--- config.mk ---
export PLATFORM = sky130hd
export DESIGN_NAME = lcl_ctrl
export DESIGN_NICKNAME = d
export VERILOG_FILES = /design/src/design/lcl_pkg.sv /design/src/design/lcl_ctrl.sv
export SDC_FILE = /design/constraint.sdc
export NUM_CORES = 1
export LEC_CHECK = 0
export BUFFER_PORTS_ARGS = -buffer_cell sky130_fd_sc_hd__buf_2
export CAP_MARGIN = 20
export CORE_ASPECT_RATIO = 0.5
export CORE_MARGIN = 2
export CORE_UTILIZATION = 25
export DETAILED_ROUTE_END_ITERATION = 8
export PLACE_DENSITY = 0.49
export SKIP_CTS_REPAIR_TIMING = 1
export SLEW_MARGIN = 5
export SYNTH_ARGS = -nofsm -noshare
export SYNTH_HDL_FRONTEND = slang
export SYNTH_SLANG_ARGS = --single-unit
--- constraint.sdc ---
create_clock -name clk -period 4.6 [get_ports clk]
set_input_delay 0.92 -clock clk [delete_from_list [all_inputs] [get_ports clk]]
set_output_delay 0.92 -clock clk [all_outputs]
set_load 0.1 [all_outputs]
--- src/design/lcl_pkg.sv ---
`default_nettype none
package lcl_pkg;

    localparam int DATA_W = 32;
    localparam int FRAC_BITS = 16;
    localparam int COEF_W = 32;
    localparam int PROD_W = 64;
    localparam int QUOT_W = 49;
    localparam int CFG_IDX_W = 3;
    localparam int PHASE_W = 2;
    localparam int CS_W = 5;

    typedef logic signed [DATA_W-1:0] data_t;
    typedef logic [COEF_W-1:0] coef_t;

    // Register indexes of the configuration port.
    localparam logic [CFG_IDX_W-1:0] REG_GAIN_L1 = 3'd0;
    localparam logic [CFG_IDX_W-1:0] REG_GAIN_L2 = 3'd1;
    localparam logic [CFG_IDX_W-1:0] REG_GAIN_C = 3'd2;
    localparam logic [CFG_IDX_W-1:0] REG_RES_C = 3'd3;
    localparam logic [CFG_IDX_W-1:0] REG_RES_L1 = 3'd4;
    localparam logic [CFG_IDX_W-1:0] REG_RES_L2 = 3'd5;
    localparam logic [CFG_IDX_W-1:0] REG_RES_PRE = 3'd6;

    // Register reset values.
    localparam coef_t RST_GAIN_L1 = 32'd1717987;
    localparam coef_t RST_GAIN_L2 = 32'd8589935;
    localparam coef_t RST_GAIN_C = 32'd17179869;
    localparam coef_t RST_RES_C = 32'd32768;
    localparam coef_t RST_RES_L1 = 32'd655;
    localparam coef_t RST_RES_L2 = 32'd655;
    localparam coef_t RST_RES_PRE = 32'd720896;

    // Smoothing weights in Q0.32 and the fixed resistances in Q16.16.
    localparam coef_t WEIGHT_SMALL = 32'd42949673;
    localparam coef_t WEIGHT_LARGE = 32'd4252017623;
    localparam coef_t OPEN_OHMS = 32'd327680000;
    localparam coef_t SMOOTH_OHMS = 32'd786432;
    localparam logic [CS_W-1:0] CS_OPEN_MAX = 5'd4;
    localparam logic [CS_W-1:0] CS_PRELOAD = 5'd5;
    localparam logic [PHASE_W-1:0] LAST_PHASE = 2'd2;

    localparam data_t DATA_MAX = {1'b0, {(DATA_W-1){1'b1}}};
    localparam data_t DATA_MIN = {1'b1, {(DATA_W-1){1'b0}}};

    // Multiply operations issued per phase.
    typedef enum logic [2:0] {
        OP_DROP1 = 3'd0,
        OP_DROP2 = 3'd1,
        OP_D1 = 3'd2,
        OP_D2 = 3'd3,
        OP_DC = 3'd4,
        OP_VR = 3'd5,
        OP_WS = 3'd6,
        OP_WL = 3'd7
    } op_t;

    typedef struct packed {
        logic capture;
        logic load;
        logic mul;
        logic store;
        logic commit;
        logic publish;
        op_t op;
        logic [PHASE_W-1:0] phase;
    } cmd_t;

    typedef struct packed {
        logic smooth;
    } status_t;

    function automatic data_t sat_add(input data_t a, input data_t b);
        logic signed [DATA_W:0] s;
        s = {a[DATA_W-1], a} + {b[DATA_W-1], b};
        if (s[DATA_W] != s[DATA_W-1])
            return s[DATA_W] ? DATA_MIN : DATA_MAX;
        return s[DATA_W-1:0];
    endfunction

    function automatic data_t sat_sub(input data_t a, input data_t b);
        logic signed [DATA_W:0] s;
        s = {a[DATA_W-1], a} - {b[DATA_W-1], b};
        if (s[DATA_W] != s[DATA_W-1])
            return s[DATA_W] ? DATA_MIN : DATA_MAX;
        return s[DATA_W-1:0];
    endfunction

    // Round the magnitude half away from zero, restore the sign, saturate.
    function automatic data_t round_sat(input logic [PROD_W-1:0] prod, input logic neg,
                                        input logic by_frac);
        logic [PROD_W:0] r;
        logic [QUOT_W-1:0] q;
        logic big;
        if (by_frac)
        begin
            r = {1'b0, prod} + (65'd1 << (FRAC_BITS - 1));
            q = r[PROD_W:FRAC_BITS];
        end
        else
        begin
            r = {1'b0, prod} + (65'd1 << (COEF_W - 1));
            q = {{(QUOT_W-(PROD_W+1-COEF_W)){1'b0}}, r[PROD_W:COEF_W]};
        end
        big = |q[QUOT_W-1:DATA_W-1];
        if (neg)
            return big ? DATA_MIN : data_t'(-q[DATA_W-1:0]);
        return big ? DATA_MAX : data_t'(q[DATA_W-1:0]);
    endfunction

endpackage
`default_nettype wire

--- src/design/lcl_ctrl.sv ---
`default_nettype none
module lcl_ctrl
    import lcl_pkg::*;
(
    input wire logic clk,
    input wire logic rst_n,
    input wire logic in_valid,
    output logic in_stall,
    output logic out_valid,
    input wire logic out_stall,
    input wire status_t status,
    output cmd_t cmd
);

    typedef enum logic [5:0] {
        S_IDLE = 6'b000001,
        S_LOAD = 6'b000010,
        S_MUL = 6'b000100,
        S_STORE = 6'b001000,
        S_COMMIT = 6'b010000,
        S_FINISH = 6'b100000
    } state_t;

    state_t state_reg, state_next;
    op_t op_reg, op_next;
    logic [PHASE_W-1:0] phase_reg, phase_next;
    logic out_valid_reg, out_valid_next;
    logic out_free;

    assign in_stall = (state_reg != S_IDLE);
    assign out_valid = out_valid_reg;
    assign out_free = !out_valid_reg || !out_stall;

    // Commands to the datapath.
    always_comb
    begin
        cmd.capture = (state_reg == S_IDLE) && in_valid;
        cmd.load = (state_reg == S_LOAD);
        cmd.mul = (state_reg == S_MUL);
        cmd.store = (state_reg == S_STORE);
        cmd.commit = (state_reg == S_COMMIT);
        cmd.publish = (state_reg == S_FINISH) && out_free;
        cmd.op = op_reg;
        cmd.phase = phase_reg;
    end

    // Sequencer over phases and multiply operations.
    always_comb
    begin
        state_next = state_reg;
        op_next = op_reg;
        phase_next = phase_reg;
        case (state_reg)
            S_IDLE:
            begin
                if (in_valid)
                begin
                    state_next = S_LOAD;
                    op_next = OP_DROP1;
                    phase_next = '0;
                end
            end
            S_LOAD: state_next = S_MUL;
            S_MUL: state_next = S_STORE;
            S_STORE:
            begin
                state_next = S_LOAD;
                case (op_reg)
                    OP_DROP1: op_next = OP_DROP2;
                    OP_DROP2: op_next = OP_D1;
                    OP_D1: op_next = OP_D2;
                    OP_D2: op_next = OP_DC;
                    OP_DC: op_next = OP_VR;
                    OP_VR: state_next = S_COMMIT;
                    OP_WS: op_next = OP_WL;
                    default:
                    begin
                        op_next = OP_DROP1;
                        if (phase_reg == LAST_PHASE)
                            state_next = S_FINISH;
                        else
                            phase_next = phase_reg + 2'd1;
                    end
                endcase
            end
            S_COMMIT:
            begin
                state_next = S_LOAD;
                if (status.smooth)
                    op_next = OP_WS;
                else
                begin
                    op_next = OP_DROP1;
                    if (phase_reg == LAST_PHASE)
                        state_next = S_FINISH;
                    else
                        phase_next = phase_reg + 2'd1;
                end
            end
            S_FINISH:
            begin
                if (out_free)
                    state_next = S_IDLE;
            end
            default: state_next = S_IDLE;
        endcase
    end

    // Result beat valid flag.
    always_comb
    begin
        out_valid_next = out_valid_reg;
        if (out_valid_reg && !out_stall)
            out_valid_next = 1'b0;
        if (cmd.publish)
            out_valid_next = 1'b1;
    end

    always_ff @(posedge clk or negedge rst_n)
    begin
        if (!rst_n)
        begin
            state_reg <= S_IDLE;
            op_reg <= OP_DROP1;
            phase_reg <= '0;
            out_valid_reg <= 1'b0;
        end
        else
        begin
            state_reg <= state_next;
            op_reg <= op_next;
            phase_reg <= phase_next;
            out_valid_reg <= out_valid_next;
        end
    end

endmodule
`default_nettype wire

==> run metrics <==
clk sink count 12; clock skew roughly 12 ps; vias post-DR 699; # nets final about 110; Setup TNS Final 0 ps; number of synthesized register bits 12; fin area 961 sq um; Synth area leader dfrtp_1; Layout Utilization 0.315; vias per cell 4.82; Slew Viols, Final 0; sequential share of the synthesized area 0.373; max cap viols 0; Syn Inst Count 89; RD Place Congestion 0.758; reg2reg setup slack roughly 2500 ps; clk buf depth 2; clk root buf clkbuf_8; mux cell area share after synthesis 0; EDFF count, synth 0; critical path type reg -> out; Synth Area in Compound Gates 0.204; DRC 0; Post-Syn Nets 95; grt total ovfl 0; total power 544 uW; Die H 44.2 microns; placed insts 141; gr usage total 0.103; Slew @ Worst Pin about 580 ps; Crit path required time between 3000 and 4000 ps; Largest register FFs 6; Clock Latency Late Sink 250 ps; status finished, final reports clean; CP endpoint kind output port; distinct cell type count after synthesis 42; main area contributors after synthesis dfrtp_1 (34%), nand2_1 (5.1%), or4_1 (3.7%); first-pass GRT wire length 2960 microns; final wirelength ~1800 microns; Switching Fraction 0.496; I/O pin total 18; mean post-synth cell area 9.08 sq um; H-tree lvl count 1; Chip Width 84.4 microns; Synth Warn # 0; cell internal pwr 274 uW; vias in the first global route 616; ratio of cells with drive above 1 in the final layout 0.248; effective utilization at floorplan 0.265; Final Cycle Share 0.652; VDD IR-drop max 0.119 mV; CTS buffer count 3; pin count of the biggest net entering global routing 13; DRT iter0 DRCs 30; NetSw 270 uW; area fraction of the dominant cell type after synthesis 0.341; Worst Hold Class in -> async; CP max FO 10; Clk pwr share 0.215; num rows 14; CTS clk-pin slew, worst paths 60 ps; fin crit period 3000 ps; Leak 0.437 nW; Post-synth top cells dfrtp_1 (11), nand2_1 (11), inv_1 (7); Cell Area, Synth 808 sq um; Synth Area in Adders 0.0155; initial antenna violation count 0; remaining antenna violation count 0; port buffer count 17; Max transition margin 0.608; Core Area 3050 sq um; RSZ-0062 raised after global routing false; CP startpoint kind flip-flop; asr flop ratio synth 1.00; largest family of logic cells by synthesized area simple AND/OR/NAND/NOR gates; placed cell area approximately 910 sq um; die area 3730 sq um; drt first pass iters 4; antenna fix cells 0; post-synthesis xor/xnor area fraction 0.0108; Reg power frac 0.281; Post-Layout Cell Count 145; Hold Vio Cnt, Final 0; area delta synth->final 18.9%; top_reg_cell synth dfrtp_1; combinational share of power 0.504; CTS tree built; final setup fails 0; Max Freq 0.333 GHz; WL/cell between 10 and 15 microns; Post-Synth Simple-Gate Area 0.317; post-DP HPWL ~1400 microns; pwr/cell area 566 nW/um^2; WP data arrival roughly 2100 ps
placed cells by master, fill, tap and decap left out, drive strengths merged, types with 2 or more instances in the layout:
master   instances
nand2           11
buf             17
nor2             2
a22oi            2
and2             2
dfrtp           11
nor2b            2
or4              5
nand3            4
a2111oi          2
o221ai           3
clkbuf           4
nor3             4
inv              7
and3             2
nor4             2
a21oi            3
layout make-up:
class                           count  area, sq um
Multi-Input combinational cell     65          443
Fill cell                         325         2090
Tap cell                           40         50.0
Sequential cell                    12          302
Inverter                            7         26.3
Timing Repair Buffer               17         85.1
Clock buffer                        4         55.1
layer usage:
metal / track usage / routed length, microns / vias to the layer above
li1: - / - / 368
met1: 0.152 / 977 / 320
met2: 0.141 / 778 / 11
met3: 0.0354 / 67 / 0
met4: 0.0286 / 0 / 0
met5: 0 / 0 / -
power groups by stage:
stage	logic [mW]	registers [mW]	clock network [mW]
6_report	0.274	0.153	0.117
5_1_grt	0.292	0.154	0.130
4_1_cts	0.276	0.152	0.120
3_5_place_dp	0.274	0.155	0
3_3_place_gp	0.277	0.153	0
2_1_floorplan	0.206	0.175	0
critical path: stages (launching register included):
cell,delay [ps]
dfrtp_1,480
nor4_1,550
nand3_1,290
inv_1,100
buf_2,420
cells by family (layout without fill, tap and decap cells):
family	Yosys count	in the layout
xor gates and xnor gates	1	1
and+or+nand+nor	44	44
adders and majority gates	1	1
buffers and inverters	12	28
DFF	12	12
AOI/OAI and AO/OA	19	19
per-stage QoR:
| stage | setup slack (ps) | hold slack [ps] |
|---|---|---|
| finish | 1600 | 543 |
| CTS | 1590 | 554 |
| global placement | 1810 | 550 |
| global route | 1360 | 563 |
| detailed placement | 1870 | 534 |
| floorplan | 530 | 524 |
worst paths after layout:
path	endpoint	startpoint	cells past startpoint
setup / recovery	cmd[10]	state_reg[5]	4
max in group asynchronous	state_reg[0]	rst_n	1
hold / removal	op_reg[1]	rst_n	1
setup reg to reg	phase_reg[1]	state_reg[5]	4
min in group clk	state_reg[4]	op_reg[1]	1
hold reg to reg	state_reg[4]	op_reg[1]	1
Note: power is estimated with default switching activity, not from simulation.
